## config.mk

```make
export PLATFORM = sky130hd
export DESIGN_NAME = grc_ctrl
export DESIGN_NICKNAME = d
export VERILOG_FILES = /design/src/grc_pkg.sv /design/src/grc_ctrl.sv
export SDC_FILE = /design/constraint.sdc
export NUM_CORES = 1
export LEC_CHECK = 0
export BUFFER_PORTS_ARGS = -buffer_cell sky130_fd_sc_hd__buf_2
export CORE_UTILIZATION = 44
export DETAILED_ROUTE_END_ITERATION = 16
export HOLD_SLACK_MARGIN = 0.15
export PLACE_DENSITY_LB_ADDON = 0.15
export SLEW_MARGIN = 20
export SYNTH_ARGS = -nofsm -noshare
export SYNTH_HDL_FRONTEND = slang
export SYNTH_SLANG_ARGS = --single-unit
export TNS_END_PERCENT = 30
```

## constraint.sdc

```tcl
create_clock -name clk -period 4.5 [get_ports clk]
set_input_delay 0.9 -clock clk [delete_from_list [all_inputs] [get_ports clk]]
set_output_delay 0.9 -clock clk [all_outputs]
set_load 0.005 [all_outputs]
```

## src/grc_pkg.sv

```systemverilog
// grc_pkg: constants, types, command codes and trig helpers for the grid ray caster.
// Used by the controller, the datapath, the divider and the port checker.
`default_nettype none

package grc_pkg;

  localparam int NUM_RAYS      = 60;
  localparam int MAX_CROSSINGS = 8;
  localparam int MAP_SIDE      = 8;
  localparam int VIEW_HEIGHT   = 320;

  localparam int TILE        = 16384;
  localparam int NO_HIT_DIST = 25600000;
  localparam int AXIS_EPS    = 16;
  localparam int TAN_LIMIT   = 1048575;
  localparam int HALF_FOV    = 30;
  localparam int HEIGHT_NUM  = 64 * VIEW_HEIGHT * 256;

  localparam int PW  = 27;   // probe, step and distance width, Q.14 signed
  localparam int TW  = 22;   // tangent width, Q.14 signed
  localparam int PRW = 50;   // product width
  localparam int DVW = 30;   // dividend and quotient width
  localparam int DSW = 25;   // divisor width
  localparam int CW  = $clog2(MAX_CROSSINGS + 1);
  localparam int RW  = 6;    // ray index width

  typedef logic signed [PW-1:0]  pos_t;
  typedef logic signed [TW-1:0]  tan_t;
  typedef logic signed [PRW-1:0] prod_t;
  typedef logic signed [15:0]    trig_t;

  typedef enum logic [4:0] {
    CMD_NONE,
    CMD_LOAD,
    CMD_TRIG,
    CMD_DIV_TAN,
    CMD_SAVE_TAN,
    CMD_DIV_COT,
    CMD_SAVE_COT,
    CMD_VINIT,
    CMD_VMUL_POS,
    CMD_VSET_POS,
    CMD_VMUL_ADV,
    CMD_VSET_ADV,
    CMD_HINIT,
    CMD_HMUL_POS,
    CMD_HSET_POS,
    CMD_HMUL_ADV,
    CMD_HSET_ADV,
    CMD_STEP,
    CMD_DMUL_C,
    CMD_DMUL_S,
    CMD_DSET,
    CMD_SELECT,
    CMD_CMUL,
    CMD_CSET,
    CMD_DIV_H,
    CMD_SET_H,
    CMD_EMIT
  } cmd_t;

  typedef enum logic [1:0] {
    PH_IDLE,
    PH_VERT,
    PH_HORZ
  } phase_t;

  typedef struct packed {
    cmd_t cmd;
  } ctl_t;

  typedef struct packed {
    logic v_en;
    logic h_en;
    logic wall;
    logic walk_done;
    logic horz;
    logic div_done;
    logic cdist_pos;
    logic last_ray;
  } stat_t;

  // round(16384*sin(d)) for d = 0..90
  localparam logic [14:0] SIN_Q [0:90] = '{
    15'd0,     15'd286,   15'd572,   15'd857,   15'd1143,  15'd1428,  15'd1713,
    15'd1997,  15'd2280,  15'd2563,  15'd2845,  15'd3126,  15'd3406,  15'd3686,
    15'd3964,  15'd4240,  15'd4516,  15'd4790,  15'd5063,  15'd5334,  15'd5604,
    15'd5872,  15'd6138,  15'd6402,  15'd6664,  15'd6924,  15'd7182,  15'd7438,
    15'd7692,  15'd7943,  15'd8192,  15'd8438,  15'd8682,  15'd8923,  15'd9162,
    15'd9397,  15'd9630,  15'd9860,  15'd10087, 15'd10311, 15'd10531, 15'd10749,
    15'd10963, 15'd11174, 15'd11381, 15'd11585, 15'd11786, 15'd11982, 15'd12176,
    15'd12365, 15'd12551, 15'd12733, 15'd12911, 15'd13085, 15'd13255, 15'd13421,
    15'd13583, 15'd13741, 15'd13894, 15'd14044, 15'd14189, 15'd14330, 15'd14466,
    15'd14598, 15'd14726, 15'd14849, 15'd14968, 15'd15082, 15'd15191, 15'd15296,
    15'd15396, 15'd15491, 15'd15582, 15'd15668, 15'd15749, 15'd15826, 15'd15897,
    15'd15964, 15'd16026, 15'd16083, 15'd16135, 15'd16182, 15'd16225, 15'd16262,
    15'd16294, 15'd16322, 15'd16344, 15'd16362, 15'd16374, 15'd16382, 15'd16384
  };

  function automatic trig_t sin_q14(input logic [8:0] a);
    logic [6:0] idx;
    logic       neg;
    trig_t      mag;
    if (a <= 9'd90) begin
      idx = 7'(a);
      neg = 1'b0;
    end else if (a <= 9'd180) begin
      idx = 7'(9'd180 - a);
      neg = 1'b0;
    end else if (a <= 9'd270) begin
      idx = 7'(a - 9'd180);
      neg = 1'b1;
    end else begin
      idx = 7'(9'd360 - a);
      neg = 1'b1;
    end
    mag = $signed({1'b0, SIN_Q[idx]});
    return neg ? -mag : mag;
  endfunction

  function automatic trig_t cos_q14(input logic [8:0] a);
    logic [9:0] s;
    s = {1'b0, a} + 10'd90;
    if (s >= 10'd360) s = s - 10'd360;
    return sin_q14(s[8:0]);
  endfunction

  // floor((p + 8192) / 16384), kept to the probe width
  function automatic pos_t q14_round(input prod_t p);
    prod_t t;
    t = p + prod_t'(8192);
    return t[PW+13:14];
  endfunction

endpackage

`default_nettype wire

```

## src/grc_ctrl.sv

```systemverilog
// grc_ctrl: sequencer that steps the datapath through each ray of a frame.
// Depends on grc_pkg for command codes and the status struct.
`default_nettype none

module grc_ctrl
  import grc_pkg::*;
(
  input  wire logic  clk,
  input  wire logic  rst,
  input  wire logic  start,
  input  wire stat_t stat,
  output logic       busy,
  output ctl_t       ctl
);

  typedef enum logic [4:0] {
    S_IDLE, S_TRIG, S_TAN_GO, S_TAN_WAIT, S_COT_GO, S_COT_WAIT,
    S_VINIT, S_VMP, S_VSP, S_VMA, S_VSA,
    S_HINIT, S_HMP, S_HSP, S_HMA, S_HSA,
    S_WALK, S_DMS, S_DSET,
    S_SEL, S_CMUL, S_CSET, S_HGO, S_HWAIT, S_EMIT
  } state_t;

  state_t state, state_next;

  always_ff @(posedge clk) begin
    if (rst) state <= S_IDLE;
    else state <= state_next;
  end

  always_comb begin
    state_next = state;
    ctl.cmd    = CMD_NONE;
    unique case (state)
      S_IDLE: begin
        if (start) begin
          ctl.cmd    = CMD_LOAD;
          state_next = S_TRIG;
        end
      end
      S_TRIG: begin
        ctl.cmd    = CMD_TRIG;
        state_next = S_TAN_GO;
      end
      S_TAN_GO: begin
        if (stat.v_en) begin
          ctl.cmd    = CMD_DIV_TAN;
          state_next = S_TAN_WAIT;
        end else state_next = S_COT_GO;
      end
      S_TAN_WAIT: begin
        if (stat.div_done) begin
          ctl.cmd    = CMD_SAVE_TAN;
          state_next = S_COT_GO;
        end
      end
      S_COT_GO: begin
        if (stat.h_en) begin
          ctl.cmd    = CMD_DIV_COT;
          state_next = S_COT_WAIT;
        end else state_next = S_VINIT;
      end
      S_COT_WAIT: begin
        if (stat.div_done) begin
          ctl.cmd    = CMD_SAVE_COT;
          state_next = S_VINIT;
        end
      end
      S_VINIT: begin
        if (stat.v_en) begin
          ctl.cmd    = CMD_VINIT;
          state_next = S_VMP;
        end else state_next = S_HINIT;
      end
      S_VMP: begin
        ctl.cmd    = CMD_VMUL_POS;
        state_next = S_VSP;
      end
      S_VSP: begin
        ctl.cmd    = CMD_VSET_POS;
        state_next = S_VMA;
      end
      S_VMA: begin
        ctl.cmd    = CMD_VMUL_ADV;
        state_next = S_VSA;
      end
      S_VSA: begin
        ctl.cmd    = CMD_VSET_ADV;
        state_next = S_WALK;
      end
      S_HINIT: begin
        if (stat.h_en) begin
          ctl.cmd    = CMD_HINIT;
          state_next = S_HMP;
        end else state_next = S_SEL;
      end
      S_HMP: begin
        ctl.cmd    = CMD_HMUL_POS;
        state_next = S_HSP;
      end
      S_HSP: begin
        ctl.cmd    = CMD_HSET_POS;
        state_next = S_HMA;
      end
      S_HMA: begin
        ctl.cmd    = CMD_HMUL_ADV;
        state_next = S_HSA;
      end
      S_HSA: begin
        ctl.cmd    = CMD_HSET_ADV;
        state_next = S_WALK;
      end
      S_WALK: begin
        priority if (stat.walk_done) begin
          state_next = stat.horz ? S_SEL : S_HINIT;
        end else if (stat.wall) begin
          ctl.cmd    = CMD_DMUL_C;
          state_next = S_DMS;
        end else begin
          ctl.cmd = CMD_STEP;
        end
      end
      S_DMS: begin
        ctl.cmd    = CMD_DMUL_S;
        state_next = S_DSET;
      end
      S_DSET: begin
        ctl.cmd    = CMD_DSET;
        state_next = stat.horz ? S_SEL : S_HINIT;
      end
      S_SEL: begin
        ctl.cmd    = CMD_SELECT;
        state_next = S_CMUL;
      end
      S_CMUL: begin
        ctl.cmd    = CMD_CMUL;
        state_next = S_CSET;
      end
      S_CSET: begin
        ctl.cmd    = CMD_CSET;
        state_next = S_HGO;
      end
      S_HGO: begin
        if (stat.cdist_pos) begin
          ctl.cmd    = CMD_DIV_H;
          state_next = S_HWAIT;
        end else begin
          ctl.cmd    = CMD_SET_H;
          state_next = S_EMIT;
        end
      end
      S_HWAIT: begin
        if (stat.div_done) begin
          ctl.cmd    = CMD_SET_H;
          state_next = S_EMIT;
        end
      end
      S_EMIT: begin
        ctl.cmd    = CMD_EMIT;
        state_next = stat.last_ray ? S_IDLE : S_TRIG;
      end
      default: state_next = S_IDLE;
    endcase
  end

  assign busy = (state != S_IDLE);

endmodule

`default_nettype wire

```

=== Word level (Yosys, flattened, before mapping) ===
Cells that the tools add are included.

* Flip-flop bits (word level): 5
* Bits in latches: 0
* Bits in writable memories: 0
* Memory bits (read-only): 0
* Bits of input ports: 11
* Output and inout port bits: 6
* Word-level logic and storage cells: 60
* Memories: 0

* Add/subtract/negate cells: 0
* Multipliers: 0
* Divide/modulo/power cells: 0
* Order comparisons: 0
* Eq/ne operators: 29
* Shift-type cells: 0
* Muxes and demuxes: 26
* Bitwise operators: 0
* Reductions and logical operators: 4

{| class="wikitable"
|+ Operators with widths
! cell !! number
|-
| 5-bit one-hot mux with 25 select lines || 1
|-
| 5-bit one-hot mux with 24 select lines || 1
|-
| 5-bit 2-to-1 mux || 10
|-
| 5-bit equality test (second input constant) || 9
|-
| 5-bit by 4-bit equality test with 1-bit output (second input constant) || 8
|-
| 5-bit by 3-bit equality test with 1-bit output (second input constant) || 4
|-
| 3-bit 2-to-1 mux || 5
|-
| 4-bit 2-to-1 mux || 3
|-
| 5-bit by 2-bit equality test with 1-bit output (second input constant) || 2
|-
| 2-bit != test (second input constant) || 4
|-
| 2-bit 2-to-1 mux || 3
|-
| 5-bit by 1-bit equality test with 1-bit output (second input constant) || 1
|-
| 5-bit zero test || 1
|-
| 5-bit AND reduction || 1
|-
| 5-bit nonzero test || 1
|-
| 1-bit 2-to-1 mux || 3
|-
| 3-bit != test (second input constant) || 1
|-
| 2-bit OR reduction || 1
|}

=== Longest topological paths before layout ===
Gate-level depths: netlist (run 1).

* Word-level depth: 3
* Gate-level depth with buffers: 7
* Depth with buffers taken out: 5

=== Worst setup path before layout (run 1) ===
No wires, ideal clock.

* Path kind: input -> output
* From: input stat[2] in the netlist's numbering
* To: output ctl[4] in the netlist's numbering
* Arrival time: 1.500 ns
* Required time: 3.600 ns
* Path slack: 2.100 ns
* Stages on the path: 5
* Path buffers: 0
* Cells stage by stage: nand2b_1 o21bai_1 a222oi_1 o21ai_1 o21ai_0

{| class="wikitable"
|+ RTL lines
! item !! RTL line !! RTL
|-
| from (decl) || grc_ctrl.sv:11 || <nowiki>input wire stat_t stat,</nowiki>
|-
| to (decl) || grc_ctrl.sv:13 || <nowiki>output ctl_t ctl</nowiki>
|}

==> impl_metrics.csv, run 1 <==
group,metric,value,unit
yosys,synthAdderAreaFrac,0,
setup_path,worst-path-max-fanout,29,
route,num_vias,1094,
pwr,power.total,0.6574,mW
min_path,hold_path.class,"reg -> reg",
floorplanning,dieWidth,48.43,um
pwr,p_leak,0.3748,nW
final_layout,reg_top3,"state (5)",
sta,hold_viol,0,
global_route,grt_max_degree,30,
floorplanning,dieArea,0.002345,mm^2
clocking,cts-resized-gates,0,
floorplanning,rows,16,
sta,skew,0.007098,ns
sta,setup-violations-final,0,
clocking,clk_pin_slew,0.05,ns
yosys,synth_ff_type,"dfxtp_1",
sta,max_slew_margin,0.3755,
run,drv_cap,0,
setup_path,path_cells,"inv_1, nor3_1, a21oi_1, o311a_1, o21ai_1, buf_2",
yosys,synth-compound-area-share,0.4710,
final_layout,fillCellCount,221,
setup_path,crit_path_max_incr_delay,0.93,ns
yosys,synth-xor-area-share,0.01847,
clocking,postCtsHoldBufs,0,
final_layout,final_nets,154,
clocking,cts_sinks,5,
clocking,cts_tree,"done",
sta,worstMarginPinSlew,0.9354,ns
setup_path,critPathTopFamily,"flip-flops",
yosys,synth_top_family_by_area,"compound AO/OA/AOI/OAI gates",
placement,dp_cells,165,
route,top_layer,"met4",
floorplanning,die-height,48.43,um
global_route,grt_usage,0.2349,
setup_path,crit_path_top_delay_cell,"dfxtp_1",
setup_path,start_kind,"flip-flop",
route,detail-route-antenna-nets,0,
route,dr_wl_met2,1265,um
placement,place_hpwl,1896,um
route,drcViolationCount,0,
route,drt_iter0_markers,71,
yosys,ys_warn_count,0,
floorplanning,ios,17,
route,detail_route.wl_per_cell,16.00,um
floorplanning,coreArea,0.002002,mm^2
sta,fmax,0.3131,GHz
yosys,synth-seq-area-share,0.1055,
final_layout,largest_reg_flops,5,
final_layout,instances_no_fill,169,
sta,period_needed,3.194,ns
clocking,cts_root_buffer,"clkbuf_4",
yosys,synth_mux_area_frac,0.02243,
yosys,ys_seq_elements,5,
yosys,yosys.area_share.simple,0.2599,
yosys,synthArstFlopShare,0,
global_route,antenna_found_initial,0,
global_route,grt_pass1_wl,4402,um
sta,slew_viol_final,0,
setup_path,arrival,2.29,ns
floorplanning,initial_core_util,0.4738,
final_layout,area_delta_synth_final,5.673,%
clocking,htreeDepth,1,
placement,port_buffers,16,
clocking,postCtsSetupRepairBufs,0,
route,dr_wl_met3,242,um
yosys,synth_edf_count,0,
clocking,clk_latency,0.25,ns
global_route,grt-ovfl-total,0,
yosys,yosysUniqueCellTypes,50,
setup_path,critPathKind,"reg -> out",
yosys,syn-num-nets,145,
route,routed_via_density,6.473,
clocking,cts_max_path_buffers,2,
sta,rsz0062_at_grt,"no",
route,drt-met1-wl,1182,um
final_layout,drive_above_1_share,0.2254,
yosys,syn_avg_cell_area,7.078,um^2
final_layout,diodes,0,
yosys,synth_area,948.4,um^2
placement,routabilityCongestion,0.8646,
sta,tns,0,ns
final_layout,top_register,"state",
sta,whs,0.6674,ns
setup_path,path_buf_inv,2,
clocking,cts_buffers,3,
global_route,grt_pass1_vias,946,
pwr,power_density,655.9,mW/mm^2
setup_path,end_kind,"output port",
route,dr.pass1.iters,4,
run_status,status,"completed",
route,wirelength,2704,um
setup_path,crit_required,3.60,ns
yosys,postSynthCellCount,134,
sta,finalCritPeriodShare,0.7098,
pwr,irDropWorstVdd,0.2896,mV
## metal layers
layer	up-vias	global-route usage
li1	531	-
met3	2	0.04088
met5	-	0
met1	509	0.3417
met4	0	0.06373
met2	52	0.3545
## Yosys cell counts (2+ instances only)
cell type	instances	area share
or2_2	2	0.013
a31oi_1	7	0.046
dfxtp_1	5	0.11
nand2b_1	3	0.020
nor2b_1	3	0.020
inv_1	6	0.024
o211ai_1	3	0.024
o311a_1	2	0.021
buf_6	4	0.047
a21oi_1	12	0.063
nand2_1	9	0.036
o21ai_1	2	0.011
buf_2	6	0.032
o22ai_1	3	0.020
nor3_1	3	0.016
nor2_1	11	0.044
buf_4	2	0.016
nor3b_1	2	0.016
o31a_1	2	0.018
nand3_1	7	0.037
o21bai_1	2	0.016
o221ai_1	2	0.018
o21ai_0	9	0.047
## power breakdown
part | switching, mW | leakage [nW] | internal (mW)
combinational | 0.233 | 0.319 | 0.198
clock | 0.0210 | 0.0150 | 0.0337
sequential | 0.110 | 0.0409 | 0.0621
## kinds of logic after synthesis
logic type             Yosys count
multiplexers                     2
AO/OA/AOI/OAI                   60
buffers and inverters           19
XOR/XNOR                         2
AND/OR/NAND/NOR                 46
flip-flops                       5
## per-stage QoR
stage                     utilization  setup slack, ns  instance area (um^2)
final                          0.5006            1.306                  1002
after global routing           0.5006            1.124                  1002
after global placement         0.4875            1.594                 975.9
after detailed placement       0.4875            1.603                 975.9
after floorplan                     -            2.100                 948.4
after CTS                      0.5006            1.336                  1002
## worst reg2reg max path, delay by kind of cell (launching register included)
family	cells	cell delay [ns]
flip-flops	1	0.88
AO/OA/AOI/OAI	4	0.76
buffers and inverters	1	0.33
## placed cells by master, fill, tap and decap left out, types with 5 or more instances in the layout
| cell type | netlist | final |
|---|---|---|
| nand2_1 | 9 | 9 |
| a21oi_1 | 12 | 12 |
| nor2_1 | 11 | 11 |
| a31oi_1 | 7 | 7 |
| buf_2 | 6 | 16 |
| dfxtp_1 | 5 | 5 |
| inv_1 | 6 | 6 |
| nand3_1 | 7 | 7 |
| o21ai_0 | 9 | 9 |
## cell type report
type	instances	area (um^2)	share of cell area
Sequential cell	5	100.1	0.09988
Clock buffer	4	26.28	0.02622
Multi-Input combinational cell	110	732.0	0.7303
Tap cell	27	33.78	0.03371
Inverter	6	22.52	0.02247
Timing Repair Buffer	17	87.58	0.08739
## final timing paths
path,startpoint,end,slack (ns),cells past startpoint
worst max-delay path,state[1],ctl[2],1.31,6
worst min-delay path,state[0],state[4],0.67,2
worst max register to register,state[2],state[0],2.41,5
worst min register to register,state[0],state[4],0.67,2
Note: power is estimated with default switching activity, not from simulation.
==> inputs of run 2 (changes only) <==
==> constraint.sdc (replaced) <==
create_clock -name clk -period 3.13 [get_ports clk]
set_input_delay 0.626 -clock clk [delete_from_list [all_inputs] [get_ports clk]]
set_output_delay 0.626 -clock clk [all_outputs]
set_load 0.005 [all_outputs]
==> run 2 against run 1 <==
Effect of this change:
- sequential cell count stayed put
- non-clock buffer count grew 5
- sequential share of layout area fell by 0.36 points
- setup slack got worse by 0.78 ns
- cell area rose by 3.7%
- worst hold slack lost 0.029 ns
- sequential power is 15% higher
- largest power group unchanged
- highest routed layer unchanged
==> impl_metrics.csv, run 2 (synthesis results as in run 1) <==
group,metric,value,unit
run_status,status,"completed",
floorplanning,initial_core_util,0.4738,
sta,finalCritPeriodShare,0.8331,
sta,skew,0.0007845,ns
sta,period_needed,2.608,ns
final_layout,final_common_cell,"buf_2",
sta,slew_viol_final,0,
placement,routabilityCongestion,0.9211,
final_layout,largest_reg_flops,5,
final_layout,top_register,"state",
clocking,postCtsHoldBufs,0,
placement,port_buffers,16,
global_route,grt_max_degree,20,
setup_path,start_kind,"flip-flop",
clocking,cts_sinks,5,
sta,tns,0,ns
clocking,cts-resized-gates,0,
placement,place_ws,0.8501,ns
final_layout,final_nets,159,
setup_path,end_kind,"output port",
route,drt_iter0_markers,72,
clocking,clk_pin_slew,0.05,ns
setup_path,critPathKind,"reg -> out",
floorplanning,ios,17,
route,detail-route-antenna-nets,0,
clocking,cts_max_path_buffers,2,
sta,rsz0062_at_grt,"no",
pwr,power_density,964.5,mW/mm^2
pwr,irDropWorstVdd,0.4605,mV
run,drv_cap,0,
clocking,postCtsSetupRepairBufs,0,
sta,whs,0.6381,ns
sta,max_slew_margin,0.5870,
global_route,grt_pass1_wl,4692,um
setup_path,worst-path-max-fanout,15,
global_route,antenna_found_initial,0,
route,dr.pass1.iters,6,
clocking,clk_latency,0.24,ns
route,drcViolationCount,0,
setup_path,arrival,1.98,ns
final_layout,reg_top3,"state (5)",
route,num_vias,1161,
sta,fmax,0.3835,GHz
floorplanning,coreArea,0.002002,mm^2
route,detail_route.wl_per_cell,16.78,um
final_layout,diodes,0,
final_layout,fin_util,0.5194,
floorplanning,dieWidth,48.43,um
clocking,cts_root_buffer,"clkbuf_4",
placement,place_hpwl,2093,um
final_layout,drive_above_1_share,0.2517,
sta,layout_setup_ws,0.5223,ns
route,routed_via_density,6.672,
floorplanning,rows,16,
clocking,htreeDepth,1,
min_path,hold_path.class,"in -> reg",
setup_path,crit_required,2.50,ns
final_layout,area_delta_synth_final,9.631,%
global_route,grt_pass1_vias,986,
clocking,cts_tree,"done",
pwr,p_leak,0.4008,nW
sta,worstMarginPinSlew,0.6186,ns
clocking,cts_buffers,3,
global_route,grt-ovfl-total,0,
final_layout,final_cell_mix,"buf_2 (16), a21oi_1 (12), nor2_1 (11)",
global_route,grt_usage,0.2475,
floorplanning,dieArea,0.002345,mm^2
route,wirelength,2919,um
sta,hold_viol,0,
floorplanning,die-height,48.43,um
sta,setup-violations-final,0,
-- run 2: layout make-up --
type | count | area [um^2]
Fill cell | 208 | 962.2
Multi-Input combinational cell | 110 | 732.0
Timing Repair Buffer | 22 | 125.1
Sequential cell | 5 | 100.1
Tap cell | 27 | 33.78
Clock buffer | 4 | 26.28
Inverter | 6 | 22.52
-- run 2: layer usage --
metal,global-route usage,vias up,part of all wire
met5,0,-,0
met4,0.07843,0,0.037
met3,0.03774,20,0.11
met2,0.4061,79,0.45
met1,0.3314,524,0.40
li1,-,538,-
-- run 2: final timing paths --
path	end	slack (ns)	depth (start not counted)	from
setup / recovery	ctl[3]	0.52	7	state[4]
hold / removal	state[4]	0.64	2	rst
setup reg to reg	state[1]	1.18	6	state[4]
hold reg to reg	state[4]	0.81	2	state[0]
-- run 2: power by group --
group | switching, mW | internal [mW] | total, mW
logic | 0.409 | 0.320 | 0.729
clock network | 0.0276 | 0.0483 | 0.0759
registers | 0.108 | 0.0895 | 0.197
-- run 2: worst max-delay path: stages (launching register included) --
cell	delay, ns
dfxtp_1	0.70
buf_4	0.30
xor2_1	0.20
nand3_1	0.09
a21oi_1	0.18
a31oi_1	0.05
nand2_1	0.09
buf_2	0.11
-- run 2: metrics by stage --
stage          instance area (um^2)  total power, mW  instances
6_report                       1040            1.003        174
5_1_grt                        1040            1.083        174
4_1_cts                        1040           0.9841        174
3_5_place_dp                   1013           0.9041        170
3_3_place_gp                   1013           0.9109        170
2_1_floorplan                 948.4           0.7392        134
